$ cat config.mk
export PLATFORM = sky130hd
export DESIGN_NAME = i2c_master_bit_sequencer_unit_flat
export DESIGN_NICKNAME = d
export VERILOG_FILES = /design/src/rtl/i2cms_pkg.sv /design/src/rtl/i2cms_if.sv /design/src/rtl/i2cms_cfg.sv /design/src/rtl/i2cms_core.sv /design/src/rtl/i2c_master_bit_sequencer_unit.sv /design/src/flat_wrapper.sv
export SDC_FILE = /design/constraint.sdc
export NUM_CORES = 1
export LEC_CHECK = 0
export BUFFER_PORTS_ARGS = -buffer_cell sky130_fd_sc_hd__buf_2
export CORE_ASPECT_RATIO = 1.75
export CORE_MARGIN = 2
export CORE_UTILIZATION = 42
export DETAILED_ROUTE_END_ITERATION = 8
export PLACE_DENSITY = 0.63
export REMOVE_ABC_BUFFERS = 1
export SLEW_MARGIN = 40
export SYNTH_ARGS = -nofsm -noshare
export SYNTH_HDL_FRONTEND = slang
export SYNTH_HIERARCHICAL = 1
export SYNTH_SLANG_ARGS = --single-unit
export TNS_END_PERCENT = 1
$ cat constraint.sdc
create_clock -name i_clk -period 3.85 [get_ports i_clk]
set_input_delay 0.1925 -clock i_clk [delete_from_list [all_inputs] [get_ports i_clk]]
set_output_delay 0.1925 -clock i_clk [all_outputs]
set_load 0.05 [all_outputs]
$ cat src/rtl/i2cms_pkg.sv
// Shared types and constants for the I2C master bit sequencer.
package i2cms_pkg;

    // Command codes carried in req_type.
    localparam logic [1:0] REQ_TICK  = 2'd0;
    localparam logic [1:0] REQ_START = 2'd1;
    localparam logic [1:0] REQ_STOP  = 2'd2;
    localparam logic [1:0] REQ_WRITE = 2'd3;

    // Register indexes on the configuration port.
    localparam logic [1:0] CFG_SETUP = 2'd0;
    localparam logic [1:0] CFG_HIGH  = 2'd1;
    localparam logic [1:0] CFG_LOW   = 2'd2;

    // Width of the configuration address bus.
    localparam int unsigned ADDR_W = 4;

    // Reset values of the timing registers.
    localparam logic [7:0] SETUP_TICKS_RST = 8'd3;
    localparam logic [7:0] HIGH_TICKS_RST  = 8'd5;
    localparam logic [7:0] LOW_TICKS_RST   = 8'd2;

    typedef enum logic [3:0] {
        PH_IDLE   = 4'd0,
        PH_ST_A   = 4'd1,
        PH_ST_B   = 4'd2,
        PH_ST_C   = 4'd3,
        PH_SP_A   = 4'd4,
        PH_SP_B   = 4'd5,
        PH_SP_C   = 4'd6,
        PH_W_SET  = 4'd7,
        PH_W_HIGH = 4'd8,
        PH_W_LOW  = 4'd9,
        PH_A_SET  = 4'd10,
        PH_A_HIGH = 4'd11,
        PH_A_LOW  = 4'd12
    } t_phase;

    typedef struct packed {
        logic [7:0] setup_ticks;
        logic [7:0] high_ticks;
        logic [7:0] low_ticks;
    } t_timing;

    typedef struct packed {
        logic [1:0] req_type;
        logic [7:0] wr_byte;
        logic       sda_in;
    } t_cmd;

    typedef struct packed {
        logic scl_release;
        logic sda_release;
        logic busy_res;
        logic done_res;
        logic ack_seen;
    } t_result;

endpackage

$ cat src/rtl/i2cms_if.sv
// Valid/ready channel interfaces for commands and per-tick results.
interface i2cms_cmd_if;
    logic       valid;
    logic       ready;
    logic [1:0] req_type;
    logic [7:0] wr_byte;
    logic       sda_in;

    modport source (output valid, req_type, wr_byte, sda_in, input ready);
    modport sink   (input valid, req_type, wr_byte, sda_in, output ready);
endinterface

interface i2cms_res_if;
    logic valid;
    logic ready;
    logic scl_release;
    logic sda_release;
    logic busy_res;
    logic done_res;
    logic ack_seen;

    modport source (output valid, scl_release, sda_release, busy_res, done_res, ack_seen,
                    input ready);
    modport sink   (input valid, scl_release, sda_release, busy_res, done_res, ack_seen,
                    output ready);
endinterface

$ cat src/rtl/i2cms_cfg.sv
// APB-style register block holding the three phase-length registers.
module i2cms_cfg (
    input  logic                           i_clk,
    input  logic                           i_rst_n,
    input  logic                           psel,
    input  logic                           penable,
    input  logic                           pwrite,
    input  logic [i2cms_pkg::ADDR_W-1:0]   paddr,
    input  logic [31:0]                    pwdata,
    output logic [31:0]                    prdata,
    output logic                           pready,
    output i2cms_pkg::t_timing             o_timing
);

    logic [7:0] r_setup_ticks;
    logic [7:0] r_high_ticks;
    logic [7:0] r_low_ticks;
    logic       wr_en;
    logic [1:0] reg_idx;
    logic [7:0] rd_val;

    assign pready  = 1'b1;
    assign wr_en   = psel & penable & pwrite;
    assign reg_idx = paddr[3:2];

    always_ff @(posedge i_clk) begin
        if (!i_rst_n) begin
            r_setup_ticks <= i2cms_pkg::SETUP_TICKS_RST;
            r_high_ticks  <= i2cms_pkg::HIGH_TICKS_RST;
            r_low_ticks   <= i2cms_pkg::LOW_TICKS_RST;
        end else if (wr_en) begin
            unique case (reg_idx)
                i2cms_pkg::CFG_SETUP: r_setup_ticks <= pwdata[7:0];
                i2cms_pkg::CFG_HIGH:  r_high_ticks  <= pwdata[7:0];
                i2cms_pkg::CFG_LOW:   r_low_ticks   <= pwdata[7:0];
                default: ;
            endcase
        end
    end

    always_comb begin
        unique case (reg_idx)
            i2cms_pkg::CFG_SETUP: rd_val = r_setup_ticks;
            i2cms_pkg::CFG_HIGH:  rd_val = r_high_ticks;
            i2cms_pkg::CFG_LOW:   rd_val = r_low_ticks;
            default:              rd_val = 8'd0;
        endcase
    end

    assign prdata = {24'd0, rd_val};

    assign o_timing.setup_ticks = r_setup_ticks;
    assign o_timing.high_ticks  = r_high_ticks;
    assign o_timing.low_ticks   = r_low_ticks;

endmodule

$ cat src/rtl/i2cms_core.sv
// Bus-phase state machine that advances one tick per step and forms its result.
module i2cms_core (
    input  logic                i_clk,
    input  logic                i_rst_n,
    input  logic                i_step,
    input  i2cms_pkg::t_cmd     i_cmd,
    input  i2cms_pkg::t_timing  i_timing,
    output i2cms_pkg::t_result  o_result
);

    i2cms_pkg::t_phase r_phase, n_phase;
    logic [7:0] r_tick_count, n_tick_count;
    logic [3:0] r_bit_count, n_bit_count;
    logic [7:0] r_shift_byte, n_shift_byte;
    logic       r_scl_line, n_scl_line;
    logic       r_sda_line, n_sda_line;
    logic       r_ack_latch, n_ack_latch;

    logic [7:0] phase_len;
    logic       last_tick;
    logic [3:0] bit_inc;
    logic       done;
    logic       ack_out;

    always_comb begin
        unique case (r_phase)
            i2cms_pkg::PH_W_HIGH, i2cms_pkg::PH_A_HIGH: phase_len = i_timing.high_ticks;
            i2cms_pkg::PH_W_LOW, i2cms_pkg::PH_A_LOW:   phase_len = i_timing.low_ticks;
            default:                                    phase_len = i_timing.setup_ticks;
        endcase
    end

    // A length of zero behaves as one tick.
    assign last_tick = ({1'b0, r_tick_count} + 9'd1) >= {1'b0, phase_len};
    assign bit_inc   = r_bit_count + 4'd1;

    // Next phase.
    always_comb begin
        n_phase = r_phase;
        unique case (r_phase)
            i2cms_pkg::PH_IDLE: begin
                unique case (i_cmd.req_type)
                    i2cms_pkg::REQ_START: n_phase = i2cms_pkg::PH_ST_A;
                    i2cms_pkg::REQ_STOP:  n_phase = i2cms_pkg::PH_SP_A;
                    i2cms_pkg::REQ_WRITE: n_phase = i2cms_pkg::PH_W_SET;
                    default:              n_phase = i2cms_pkg::PH_IDLE;
                endcase
            end
            i2cms_pkg::PH_ST_A:   if (last_tick) n_phase = i2cms_pkg::PH_ST_B;
            i2cms_pkg::PH_ST_B:   if (last_tick) n_phase = i2cms_pkg::PH_ST_C;
            i2cms_pkg::PH_ST_C:   if (last_tick) n_phase = i2cms_pkg::PH_IDLE;
            i2cms_pkg::PH_SP_A:   if (last_tick) n_phase = i2cms_pkg::PH_SP_B;
            i2cms_pkg::PH_SP_B:   if (last_tick) n_phase = i2cms_pkg::PH_SP_C;
            i2cms_pkg::PH_SP_C:   if (last_tick) n_phase = i2cms_pkg::PH_IDLE;
            i2cms_pkg::PH_W_SET:  if (last_tick) n_phase = i2cms_pkg::PH_W_HIGH;
            i2cms_pkg::PH_W_HIGH: if (last_tick) n_phase = i2cms_pkg::PH_W_LOW;
            i2cms_pkg::PH_W_LOW: begin
                if (last_tick) begin
                    n_phase = bit_inc[3] ? i2cms_pkg::PH_A_SET : i2cms_pkg::PH_W_SET;
                end
            end
            i2cms_pkg::PH_A_SET:  if (last_tick) n_phase = i2cms_pkg::PH_A_HIGH;
            i2cms_pkg::PH_A_HIGH: if (last_tick) n_phase = i2cms_pkg::PH_A_LOW;
            i2cms_pkg::PH_A_LOW:  if (last_tick) n_phase = i2cms_pkg::PH_IDLE;
            default:              n_phase = i2cms_pkg::PH_IDLE;
        endcase
    end

    // Counters, shifter, line levels and the per-tick flags.
    always_comb begin
        n_tick_count = r_tick_count;
        n_bit_count  = r_bit_count;
        n_shift_byte = r_shift_byte;
        n_scl_line   = r_scl_line;
        n_sda_line   = r_sda_line;
        n_ack_latch  = r_ack_latch;
        done         = 1'b0;
        ack_out      = 1'b0;
        if (r_phase == i2cms_pkg::PH_IDLE) begin
            unique case (i_cmd.req_type)
                i2cms_pkg::REQ_START: begin
                    n_tick_count = 8'd0;
                    n_sda_line   = 1'b1;
                end
                i2cms_pkg::REQ_STOP: begin
                    n_tick_count = 8'd0;
                    n_scl_line   = 1'b0;
                    n_sda_line   = 1'b0;
                end
                i2cms_pkg::REQ_WRITE: begin
                    n_tick_count = 8'd0;
                    n_shift_byte = i_cmd.wr_byte;
                    n_bit_count  = 4'd0;
                    n_ack_latch  = 1'b0;
                    n_scl_line   = 1'b0;
                    n_sda_line   = i_cmd.wr_byte[7];
                end
                default: ;
            endcase
        end else if (!last_tick) begin
            n_tick_count = r_tick_count + 8'd1;
        end else begin
            n_tick_count = 8'd0;
            unique case (r_phase)
                i2cms_pkg::PH_ST_A:   n_scl_line = 1'b1;
                i2cms_pkg::PH_ST_B:   n_sda_line = 1'b0;
                i2cms_pkg::PH_ST_C: begin
                    n_scl_line = 1'b0;
                    done       = 1'b1;
                end
                i2cms_pkg::PH_SP_A:   n_scl_line = 1'b1;
                i2cms_pkg::PH_SP_B:   n_sda_line = 1'b1;
                i2cms_pkg::PH_SP_C:   done = 1'b1;
                i2cms_pkg::PH_W_SET:  n_scl_line = 1'b1;
                i2cms_pkg::PH_W_HIGH: n_scl_line = 1'b0;
                i2cms_pkg::PH_W_LOW: begin
                    n_shift_byte = {r_shift_byte[6:0], 1'b0};
                    n_bit_count  = bit_inc;
                    n_scl_line   = 1'b0;
                    // After the eighth bit SDA is released for the acknowledge.
                    n_sda_line   = bit_inc[3] ? 1'b1 : r_shift_byte[6];
                end
                i2cms_pkg::PH_A_SET:  n_scl_line = 1'b1;
                i2cms_pkg::PH_A_HIGH: begin
                    n_ack_latch = ~i_cmd.sda_in;
                    n_scl_line  = 1'b0;
                end
                i2cms_pkg::PH_A_LOW: begin
                    done    = 1'b1;
                    ack_out = r_ack_latch;
                end
                default: ;
            endcase
        end
    end

    always_ff @(posedge i_clk) begin
        if (!i_rst_n) begin
            r_phase      <= i2cms_pkg::PH_IDLE;
            r_tick_count <= 8'd0;
            r_bit_count  <= 4'd0;
            r_shift_byte <= 8'd0;
            r_scl_line   <= 1'b1;
            r_sda_line   <= 1'b1;
            r_ack_latch  <= 1'b0;
        end else if (i_step) begin
            r_phase      <= n_phase;
            r_tick_count <= n_tick_count;
            r_bit_count  <= n_bit_count;
            r_shift_byte <= n_shift_byte;
            r_scl_line   <= n_scl_line;
            r_sda_line   <= n_sda_line;
            r_ack_latch  <= n_ack_latch;
        end
    end

    assign o_result.scl_release = n_scl_line;
    assign o_result.sda_release = n_sda_line;
    assign o_result.busy_res    = (n_phase != i2cms_pkg::PH_IDLE);
    assign o_result.done_res    = done;
    assign o_result.ack_seen    = ack_out;

    a_done_not_busy: assert property (@(posedge i_clk) disable iff (!i_rst_n)
        i_step && o_result.done_res |-> !o_result.busy_res)
        else $error("sequence finished while still reported busy");

    a_ack_on_done: assert property (@(posedge i_clk) disable iff (!i_rst_n)
        i_step && o_result.ack_seen |-> o_result.done_res)
        else $error("acknowledge reported outside a finishing tick");

    a_scl_high_phase: assert property (@(posedge i_clk) disable iff (!i_rst_n)
        r_phase == i2cms_pkg::PH_W_HIGH || r_phase == i2cms_pkg::PH_A_HIGH |-> r_scl_line)
        else $error("SCL driven low during a clock-high phase");

    a_sda_free_ack: assert property (@(posedge i_clk) disable iff (!i_rst_n)
        r_phase == i2cms_pkg::PH_A_SET || r_phase == i2cms_pkg::PH_A_HIGH |-> r_sda_line)
        else $error("SDA not released during the acknowledge pulse");

    a_bit_count_range: assert property (@(posedge i_clk) disable iff (!i_rst_n)
        r_bit_count <= 4'd8)
        else $error("bit counter past eight");

    a_tick_restart: assert property (@(posedge i_clk) disable iff (!i_rst_n)
        i_step && (n_phase != r_phase) |=> r_tick_count == 8'd0)
        else $error("tick counter not restarted on a phase change");

endmodule

$ cat src/rtl/i2c_master_bit_sequencer_unit.sv
// Top level of the tick-driven I2C master bit sequencer.
//
// Usage: every transfer on the command channel (i_cmd) is one tick of the bus
// timebase. It carries a request code (tick only, start, stop, write byte),
// the byte to send on a write and the sampled SDA level. For every command
// transfer exactly one result transfer leaves on o_res, in order, carrying the
// SCL and SDA drive levels after that tick (1 = released), a busy flag, a done
// flag on the finishing tick, and the acknowledge seen on the done tick of a
// write. Requests arriving while a sequence runs are ignored.
//
// A command is captured in an input register; the phase state machine then
// evaluates it and, once the output register is free, its result is written
// to the output register. Throughput is one command per cycle while o_res
// is not stalled.
//
// The receiver may stall o_res at any time: the output register holds its
// result and the input register holds one further command, after which
// i_cmd.ready drops until o_res moves again. Reset (synchronous, active low)
// empties both registers, returns the bus lines to released and loads the
// timing registers with 3, 5 and 2 ticks. The user writes the timing registers
// through the APB-style port only while no command is in flight (not enforced).
module i2c_master_bit_sequencer_unit (
    input  logic                          i_clk,
    input  logic                          i_rst_n,
    i2cms_cmd_if.sink                     i_cmd,
    i2cms_res_if.source                   o_res,
    input  logic                          psel,
    input  logic                          penable,
    input  logic                          pwrite,
    input  logic [i2cms_pkg::ADDR_W-1:0]  paddr,
    input  logic [31:0]                   pwdata,
    output logic [31:0]                   prdata,
    output logic                          pready
);

    i2cms_pkg::t_timing timing;
    i2cms_pkg::t_result step_result;

    logic               r_in_valid;
    i2cms_pkg::t_cmd    r_in_cmd;
    logic               r_out_valid;
    i2cms_pkg::t_result r_out_result;
    logic               step;

    i2cms_cfg u_cfg (
        .i_clk    (i_clk),
        .i_rst_n  (i_rst_n),
        .psel     (psel),
        .penable  (penable),
        .pwrite   (pwrite),
        .paddr    (paddr),
        .pwdata   (pwdata),
        .prdata   (prdata),
        .pready   (pready),
        .o_timing (timing)
    );

    // A held command moves into the result register when that register is
    // empty or is being emptied in the same cycle.
    assign step        = r_in_valid && (!r_out_valid || o_res.ready);
    assign i_cmd.ready = !r_in_valid || step;

    always_ff @(posedge i_clk) begin
        if (!i_rst_n) begin
            r_in_valid <= 1'b0;
        end else if (i_cmd.ready) begin
            r_in_valid <= i_cmd.valid;
        end
    end

    always_ff @(posedge i_clk) begin
        if (i_cmd.ready && i_cmd.valid) begin
            r_in_cmd.req_type <= i_cmd.req_type;
            r_in_cmd.wr_byte  <= i_cmd.wr_byte;
            r_in_cmd.sda_in   <= i_cmd.sda_in;
        end
    end

    i2cms_core u_core (
        .i_clk    (i_clk),
        .i_rst_n  (i_rst_n),
        .i_step   (step),
        .i_cmd    (r_in_cmd),
        .i_timing (timing),
        .o_result (step_result)
    );

    always_ff @(posedge i_clk) begin
        if (!i_rst_n) begin
            r_out_valid <= 1'b0;
        end else if (step) begin
            r_out_valid <= 1'b1;
        end else if (o_res.ready) begin
            r_out_valid <= 1'b0;
        end
    end

    always_ff @(posedge i_clk) begin
        if (step) begin
            r_out_result <= step_result;
        end
    end

    assign o_res.valid       = r_out_valid;
    assign o_res.scl_release = r_out_result.scl_release;
    assign o_res.sda_release = r_out_result.sda_release;
    assign o_res.busy_res    = r_out_result.busy_res;
    assign o_res.done_res    = r_out_result.done_res;
    assign o_res.ack_seen    = r_out_result.ack_seen;

endmodule
$ cat src/flat_wrapper.sv
// flat-port wrapper written by rule: the top's interface ports become plain ports
module i2c_master_bit_sequencer_unit_flat 
  (i_clk, i_rst_n, psel, penable, pwrite, paddr, pwdata, prdata, pready, i_cmd_valid, i_cmd_req_type, i_cmd_wr_byte, i_cmd_sda_in, i_cmd_ready, o_res_valid, o_res_scl_release, o_res_sda_release, o_res_busy_res, o_res_done_res, o_res_ack_seen, o_res_ready);
  i2cms_cmd_if i_cmd_i ();
  i2cms_res_if o_res_i ();
  input  logic i_clk;
  input  logic i_rst_n;
  input  logic psel;
  input  logic penable;
  input  logic pwrite;
  input  logic [i2cms_pkg::ADDR_W-1:0] paddr;
  input  logic [31:0] pwdata;
  output logic [31:0] prdata;
  output logic pready;
  input wire logic [$bits(i_cmd_i.valid)-1:0] i_cmd_valid;
  input wire logic [$bits(i_cmd_i.req_type)-1:0] i_cmd_req_type;
  input wire logic [$bits(i_cmd_i.wr_byte)-1:0] i_cmd_wr_byte;
  input wire logic [$bits(i_cmd_i.sda_in)-1:0] i_cmd_sda_in;
  output wire logic [$bits(i_cmd_i.ready)-1:0] i_cmd_ready;
  output wire logic [$bits(o_res_i.valid)-1:0] o_res_valid;
  output wire logic [$bits(o_res_i.scl_release)-1:0] o_res_scl_release;
  output wire logic [$bits(o_res_i.sda_release)-1:0] o_res_sda_release;
  output wire logic [$bits(o_res_i.busy_res)-1:0] o_res_busy_res;
  output wire logic [$bits(o_res_i.done_res)-1:0] o_res_done_res;
  output wire logic [$bits(o_res_i.ack_seen)-1:0] o_res_ack_seen;
  input wire logic [$bits(o_res_i.ready)-1:0] o_res_ready;
  assign i_cmd_i.valid = i_cmd_valid;
  assign i_cmd_i.req_type = i_cmd_req_type;
  assign i_cmd_i.wr_byte = i_cmd_wr_byte;
  assign i_cmd_i.sda_in = i_cmd_sda_in;
  assign i_cmd_ready = i_cmd_i.ready;
  assign o_res_valid = o_res_i.valid;
  assign o_res_scl_release = o_res_i.scl_release;
  assign o_res_sda_release = o_res_i.sda_release;
  assign o_res_busy_res = o_res_i.busy_res;
  assign o_res_done_res = o_res_i.done_res;
  assign o_res_ack_seen = o_res_i.ack_seen;
  assign o_res_i.ready = o_res_ready;
  i2c_master_bit_sequencer_unit u_core (.i_clk(i_clk), .i_rst_n(i_rst_n), .i_cmd(i_cmd_i), .o_res(o_res_i), .psel(psel), .penable(penable), .pwrite(pwrite), .paddr(paddr), .pwdata(pwdata), .prdata(prdata), .pready(pready));
endmodule
# Word-level counts from Yosys, hierarchy flattened
# Index checks and enable logic that the tools add are counted.
[word_totals]
regBits = 68
latch_bits = 0
mem_bits_rw = 0
mem_bits_ro = 0
input_bits = 54
out_inout_bits = 40
elab_cells = 118
memories = 0
[op_classes]
add_sub_neg = 3
multipliers = 0
div = 0
n_lt_le_gt_ge = 1
n_eq_ne = 19
shifts = 0
muxes = 42
n_bitwise = 5
reduce_logical = 28
[ops]
columns = ["op", "n"]
rows = [
  ["$mux 4", 15],
  ["$pmux 4 s11", 1],
  ["$mux 7", 4],
  ["$mux 8", 3],
  ["$pmux 8 s3", 1],
  ["$eq 4x4->1 const B", 5],
  ["$eq 4x3->1 const B", 4],
  ["$pmux 8 s2", 1],
  ["$mux 1", 13],
  ["$add 8x1->9 const B", 1],
  ["$ge 9x8->1", 1],
  ["$pmux 3 s3", 1],
  ["$reduce_or 3->1", 3],
  ["$add 8x1->8 const B", 1],
  ["$eq 4x2->1 const B", 2],
  ["$reduce_and 2->1", 4],
  ["$reduce_and 4->1", 2],
  ["$reduce_bool 2->1", 4],
  ["$reduce_or 2->1", 4],
  ["$reduce_or 4->1", 2],
  ["$eq 2x2->1 const B", 3],
  ["$pmux 1 s3", 2],
  ["$add 4x1->4 const B", 1],
  ["$eq 2x1->1 const B", 2],
  ["other kinds (12)", 18],
]

# Logic depth before layout (Yosys ltp)
# Gate-level depths: netlist of the first run.
[logic_depth]
word_depth = 7
depth_mapped = 15
depth_no_buf = 12

# Modules after synthesis
# Netlist of the first run, hierarchy kept.
[modules_own_cells]
columns = ["mod", "n_inst", "cells_per_inst", "area_each_um2", "seq_area_each_um2"]
rows = [
  ["i2cms_core", 1, 257, 1949.4, 520.5],
  ["i2cms_cfg", 1, 149, 1312.5, 480.5],
  ["i2c_master_bit_sequencer_unit", 1, 25, 584.3, 520.5],
]

# Worst setup path before layout of the first run
# Ideal clock, no wire load.
[synth_path]
path_kind = "reg2reg"
from = "register u_core.u_core.r_phase[2]"
to = "register u_core.r_out_result, in the netlist u_core/o_res.scl_release, data pin"
setup_time_ns = 0.126
t_arrival_ns = 3.044
required_time_ns = 3.724
path_slack_ns = 0.680
path_stages_with_launch = 15
path_buffers = 3
period_less_slack_ns = 3.170
path_cell_list = "dfxtp_1 -> clkbuf_1 -> inv_1 -> and4_1 -> clkbuf_1 -> a222oi_1 -> inv_1 -> ha_1 -> nand2b_1 -> a2111oi_4 -> o31ai_2 -> o221ai_1 -> a32o_1 -> a211oi_1 -> buf_4"
[synth_between]
elab_chain_len = 6
word_cells_on_any_way = 19
classes_between = "1 x order compare; 9 x eq/ne; 4 x mux; 5 x reduce/logical"
[synth_rtl]
columns = ["element", "line", "rtl"]
rows = [
  ["start, declared", "i2cms_core.sv:11", "i2cms_pkg::t_phase r_phase, n_phase;"],
  ["start signal, assigned", "i2cms_core.sv:139", "r_phase <= i2cms_pkg::PH_IDLE;"],
  ["start signal, assigned", "i2cms_core.sv:147", "r_phase <= n_phase;"],
  ["$eq 4x4->1 (on tied branches)", "i2cms_core.sv:26, i2cms_core.sv:104", ""],
  ["$reduce_or 2->1", "i2cms_core.sv:26", "unique case (r_phase)"],
  ["$pmux 8 s2", "i2cms_core.sv:26", ""],
  ["$ge 9x8->1", "i2cms_core.sv:34", "assign last_tick = ({1'b0, r_tick_count} + 9'd1) >= {1'b0, phase_len};"],
  ["$mux 1", "i2cms_core.sv:100", "end else if (!last_tick) begin"],
  ["$mux 1 (*)", "i2cms_core.sv:79", "if (r_phase == i2cms_pkg::PH_IDLE) begin"],
  ["via u_core.u_core.n_scl_line", "i2cms_core.sv:15", "logic r_scl_line, n_scl_line;"],
  ["end signal, assigned", "i2c_master_bit_sequencer_unit.sv:100", "r_out_result <= step_result;"],
  ["end, declared", "i2c_master_bit_sequencer_unit.sv:42", "i2cms_pkg::t_result r_out_result;"],
]
# The timed path passes the listed nets; every way through them passes the cells marked *.
# A chain may end at the register's enable or synchronous reset.

==> results of run 1 <==
## state kept, by name, indices dropped and copies added (netlist names), 4 cells and up
name                        cells
u_core/u_core/r_phase           4
u_core/u_cfg/r_low_ticks        8
u_core/u_core/r_bit_count       4
u_core/u_core/r_tick_count      8
u_core/r_in_cmd                11
u_core/u_cfg/r_setup_ticks      8
u_core/u_cfg/r_high_ticks       8
u_core/u_core/r_shift_byte      7
## report_power, final
part	internal, mW	switching, mW	total (mW)
clock	0.510	0.335	0.845
combinational	0.0752	0.184	0.259
sequential	0.754	0.0184	0.773
## metrics by stage
stage | utilization [%] | worst slack [ns] | instance area, µm²
2_1_floorplan | - | 0.615 | 3600
3_3_place_gp | 45.5 | 0.223 | 4090
3_5_place_dp | 45.7 | 0.155 | 4110
4_1_cts | 49.1 | 0.167 | 4410
5_1_grt | 49.4 | 0.0357 | 4430
6_report | 49.4 | 0.260 | 4430
## metal layers
metal | up-vias | global-route usage [%] | routed length [µm]
met2 | 119 | 37.1 | 5050
met5 | - | 0 | 0
li1 | 1588 | - | -
met4 | 0 | 12.2 | 327
met1 | 1574 | 18.6 | 3430
met3 | 30 | 2.95 | 410
## layout make-up
class | count | area [µm²]
clock buffers | 9 | 225
clock inverters | 7 | 80.1
fillers | 869 | 4550
inverters | 13 | 48.8
multi-input cells | 321 | 2050
flip-flops and latches | 68 | 1520
well taps | 120 | 150
repair buffers | 60 | 358
## cell families (layout without fill, tap and decap cells)
logic type / Yosys count / after routing / synth area share (%)
flip-flops: 68 / 68 / 39.6
XOR/XNOR: 6 / 6 / 1.37
buffers and inverters: 65 / 89 / 9.95
multiplexers: 35 / 35 / 9.24
AND/OR/NAND/NOR: 150 / 150 / 18.6
AO/OA/AOI/OAI: 95 / 95 / 17.8
other: 2 / 25 / 0.195
adder cells (fa/ha/maj): 10 / 10 / 3.25
## critical path: cells and delay by family, from the launching register on
kind	cells	cell delay, ns
AO/OA/AOI/OAI	5	1.65
flip-flops	1	0.40
AND/OR/NAND/NOR	4	0.72
adder cells (fa/ha/maj)	1	0.34
buffers and inverters	1	0.19
## cell usage in the layout, fill, tap and decap left out, drive strengths merged, types with 2 or more instances in the layout
master    count
a211oi        5
a21oi        13
a222oi        8
a22oi         7
a311oi        6
a31oi         8
and3          3
and4          2
buf          60
clkbuf        9
clkinvlp      2
conb         25
dfxtp        52
edfxtp       16
ha           10
inv          16
mux2i        34
nand2        64
nand2b        2
nand3        13
nand4         3
nor2         30
nor2b        13
nor3         12
nor3b         2
o21a          4
o21ai        24
o31ai         4
or2           2
xnor2         5
## worst max path at each step
stage                              from  cells past startpoint  slack [ns]                             to
2_1_floorplan  u_core/u_core/r_phase[0]                     12        0.62       u_core/o_res.scl_release
3_3_place_gp   u_core/u_core/r_phase[0]                     11        0.22          u_core/o_res.busy_res
3_5_place_dp   u_core/u_core/r_phase[0]                     12        0.15  u_core/u_core/r_tick_count[5]
4_1_cts        u_core/u_core/r_phase[0]                     12        0.17  u_core/u_core/r_tick_count[5]
5_1_grt        u_core/u_core/r_phase[2]                     12        0.04          u_core/o_res.busy_res
6_report       u_core/u_core/r_phase[2]                     11        0.26          u_core/o_res.busy_res
## repair_timing
item                                    in CTS  in global routing
gates resized for setup                      0                  2
endpoints found under the setup margin       0                  8
buffers inserted                             0                  1
==> metrics, run 1 <==
count leader, synth=nand2_1; Reg2Reg Setup Slack=0.26 ns; Die W=76.3 µm; VDD IR-drop max=302 µV; Worst-Margin Slew=0.747 ns; initial antenna violation count=0; slew margin rel.=49.9%; Ports=94; nets@finish=537; port bufs=42; Syn Area/Cell=8.92 µm²; # Max-Cap Violations=0; drt pass-1 iters=8; run status=finished clean; total track usage=19.0%; effective utilization at floorplan=42.8%; WL final=9.23 mm; Worst R2R Path Depth=11; maximum root-to-sink buffer count=2; Unique masters post-synth=61; Crit. End Element=flip-flop; Non-Filler Instances=598; final hold violations=0; top cell type's share of synthesized area=27.1%; Startpoint Class=flip-flop; hold depth=1; synth-to-layout area growth=15.2%; post-synthesis sequential area ratio=39.6%; routed len/inst=15.4 µm; Routed Antenna Nets=0; total number of vias=3311; worst-path fanout max=9; Post-synth ARST share=0%; largest net degree at the start of global routing=43; crit share post-route=93.2%; Remaining DRCs=0; yosys warns=6; CP cell instances=nand2_1, nand3_1, a222oi_1, ha_1, a211o_1, a221oi_2, o31a_1, buf_4, nor3_1, o22ai_1, nand4_1; Slowest cell on crit path=a222oi_1; CTS HTree Levels=3; worst hold start=i_cmd_wr_byte[2]; grt ovf=0; Core Box Area=0.00898 mm²; GPL Wtd Cong=0.874; Power, Total=1.88 mW; crit path DAT=3.66 ns; CTS root buffer=clkbuf_16; CTS tree=yes; ratio of cells with drive above 1 in the final layout=19.5%; n_diodes=0; post-DP HPWL=6.76 mm; Hold WS=0.0237 ns; hold_buf cts=0; ys flop type=dfxtp_1; Die Y=131 µm; Worst Hold End=u_core/r_in_cmd[3]; setup violators final=0; TNS Setup=0 ns; Power Density=424 mW/mm²; Seq cells post-synth=68; Placed Cells=581; Post-synth EDFFs=16; fmax=0.279 GHz; synth cell count leaders=nand2_1 (64), dfxtp_1 (52), mux2i_1 (34); sinks on the clock net=68; Rows=46; synthesized instance count=431; number of global-route vias before repair=3137; FF-to-FF End=u_core/o_res.busy_res; Layout Skew=0.00639 ns; full die area=0.00997 mm²; type of the worst min-delay path=input port to flip-flop; Final min period=3.59 ns; Worst EP required=3.92 ns; R2R Path Start=u_core/u_core/r_phase[2]; Synth area leader=dfxtp_1; fin. max-slew vios=0; synth top area cells=dfxtp_1 (27%), edfxtp_1 (12%), mux2i_1 (8.8%), nand2_1 (6.2%), buf_4 (6.1%); initial DRC count=333; crit-path max cell delay=0.51 ns; Clock transition at path regs=0.06 ns; CTS Buf Count=9; RSZ-0062 raised after global routing=no; Post-Syn Area=0.00385 mm²; first-pass GRT wire length=14.8 mm; Leak=1.80 nW; Clk Latency, worst-skew pair=0.34 ns; Via-to-Cell Ratio=5.54; worst setup path class=flip-flop to flip-flop
Note: power is estimated with default switching activity, not from simulation.
==> inputs of run 2 (changes only) <==
- PLACE_DENSITY: 0.63 -> 0.66
==> run 2 against run 1 <==
Against the previous run: final cell count up 0.17%; maximum frequency rose by 0.78%; first-iteration DRC count shrank 6.6%; register-to-register slack improved by 0.03 ns; combinational power about the same; sequential share of layout area rose by 0.30 points; sequential power about the same; clock power is 9.7% lower.
==> metrics, run 2 (synthesis results as in run 1) <==
Finished Cell Area=0.00439 mm² (was 0.00443 mm²); fin. max-slew vios=0 (unchanged); routed len/inst=15.1 µm (was 15.4 µm); fmax=0.281 GHz (was 0.279 GHz); Routed Antenna Nets=0 (unchanged); sinks on the clock net=68 (unchanged); setup violators final=0 (unchanged); post-DP HPWL=6.53 mm (was 6.76 mm); final hold violations=0 (unchanged); Leak=1.79 nW (was 1.80 nW); most frequent cells in the layout=nand2_1 (64), dfxtp_1 (52), buf_2 (42) (was nand2_1 (64), dfxtp_1 (51), buf_2 (42)); synth-to-layout area growth=14.1% (was 15.2%); CP cell instances=inv_1, and4_1, a222oi_1, ha_1, a211o_1, a221oi_2, o31ai_2, nor3_1, a2bb2oi_1, nand4_1 (was nand2_1, nand3_1, a222oi_1, ha_1, a211o_1, a221oi_2, o31a_1, buf_4, nor3_1, o22ai_1, nand4_1); full die area=0.00997 mm² (unchanged); kind of cell adding the most delay to the critical path=compound AO/OA/AOI/OAI gates (unchanged); Worst-Margin Slew=0.783 ns (was 0.747 ns); nets@finish=538 (was 537); Die W=76.3 µm (unchanged); Rows=46 (unchanged); CTS Buf Count=9 (unchanged); largest reg by FF count=u_core/r_in_cmd (unchanged); WL final=9.07 mm (was 9.23 mm); Hold WS=0.0319 ns (was 0.0237 ns); Non-Filler Instances=599 (was 598); Crit. End Element=flip-flop (unchanged); Slowest cell on crit path=dfxtp_1 (was a222oi_1); Placed Cells=583 (was 581); commonest non-fill, non-tap cell in the layout=nand2_1 (unchanged); Final min period=3.56 ns (was 3.59 ns); type of the worst min-delay path=input port to flip-flop (unchanged); TNS Setup=0 ns (unchanged); Clock transition at path regs=0.06 ns (about the same); Buffers & Inverters on Critical Path=1 (unchanged); worst setup path class=flip-flop to flip-flop (unchanged); worst setup path startpoint=u_core/u_core/r_phase[2] (unchanged); Layout Skew=0.00978 ns (was 0.00639 ns); slew margin rel.=47.7% (was 49.9%); number of global-route vias before repair=3117 (was 3137); Remaining DRCs=0 (unchanged); CTS HTree Levels=3 (unchanged); port bufs=42 (unchanged); effective utilization at floorplan=42.8% (unchanged); Power Density=408 mW/mm² (was 424 mW/mm²); drt pass-1 iters=6 (was 8); Clk Latency, worst-skew pair=0.34 ns (about the same); Startpoint Class=flip-flop (unchanged); crit path DAT=3.62 ns (was 3.66 ns); Ports=94 (unchanged); CTS tree=yes (unchanged); grt ovf=0 (unchanged); first-pass GRT wire length=14.8 mm (about the same); hold_buf cts=0 (unchanged); GPL Wtd Cong=0.923 (was 0.874); Via-to-Cell Ratio=5.42 (was 5.54); CTS root buffer=clkbuf_16 (unchanged); Power, Total=1.79 mW (was 1.88 mW); worst-path fanout max=9 (unchanged); total track usage=19.0% (about the same); Worst EP required=3.91 ns (was 3.92 ns); crit share post-route=92.5% (was 93.2%); RSZ-0062 raised after global routing=no (unchanged); ratio of cells with drive above 1 in the final layout=19.0% (was 19.5%); Die Y=131 µm (unchanged); largest net degree at the start of global routing=43 (unchanged); initial antenna violation count=0 (unchanged); placed standard-cell area=0.00411 mm² (about the same); crit-path max cell delay=0.52 ns (was 0.51 ns); VDD IR-drop max=288 µV (was 302 µV); R2R Path Start=u_core/u_core/r_phase[2] (unchanged); max FFs per register=11 (unchanged); # Max-Cap Violations=0 (unchanged); initial DRC count=311 (was 333); maximum root-to-sink buffer count=2 (unchanged); worst hold start=i_cmd_wr_byte[2] (unchanged); run status=finished clean (unchanged); n_diodes=0 (unchanged); total number of vias=3247 (was 3311); Core Box Area=0.00898 mm² (unchanged)
run 2: cell type report:
type / count / area, µm²
Clock buffer: 12 / 246
Sequential cell: 68 / 1520
Inverter: 13 / 48.8
Multi-Input combinational cell: 321 / 2040
Timing Repair Buffer: 61 / 353
Tap cell: 120 / 150
Clock inverter: 4 / 25.0
Fill cell: 891 / 4590
run 2: worst register-to-register path, delay by kind of cell (launching register included):
kind / cells / cell delay [ns]
compound gates: 5 / 1.56
simple gates: 3 / 0.70
flops: 1 / 0.52
fa+ha+maj: 1 / 0.34
buf+inv: 1 / 0.17
run 2: per-layer routing:
layer,wire length (µm),global-route usage (%)
met4,248,9.95
met5,0,0
met3,393,4.53
met1,3600,20.0
met2,4820,35.0
run 2: repair_timing:
item / 4_1_cts / 5_1_grt
setup buffers: 0 / 0
gates resized for setup: 0 / 2
endpoints found under the setup margin: 0 / 8
run 2: where the power goes:
group | switching, mW | internal (mW)
clock network | 0.311 | 0.453
logic | 0.184 | 0.0741
registers | 0.0165 | 0.754
total | 0.511 | 1.28
run 2: path summary, 6_finish.rpt:
kind,end,slack [ns],cells after the start
hold / removal,u_core/r_in_cmd[3],0.03,1
setup reg to reg,u_core/o_res.busy_res,0.29,10
setup / recovery,u_core/o_res.busy_res,0.29,10
hold reg to reg,u_core/u_cfg/r_high_ticks[7],0.48,2
run 2: through the flow:
stage | setup slack [ns] | util, %
6_report | 0.288 | 48.9
5_1_grt | 0.0630 | 48.9
4_1_cts | 0.187 | 48.8
3_5_place_dp | 0.227 | 45.8
3_3_place_gp | 0.308 | 45.7
2_1_floorplan | 0.615 | -
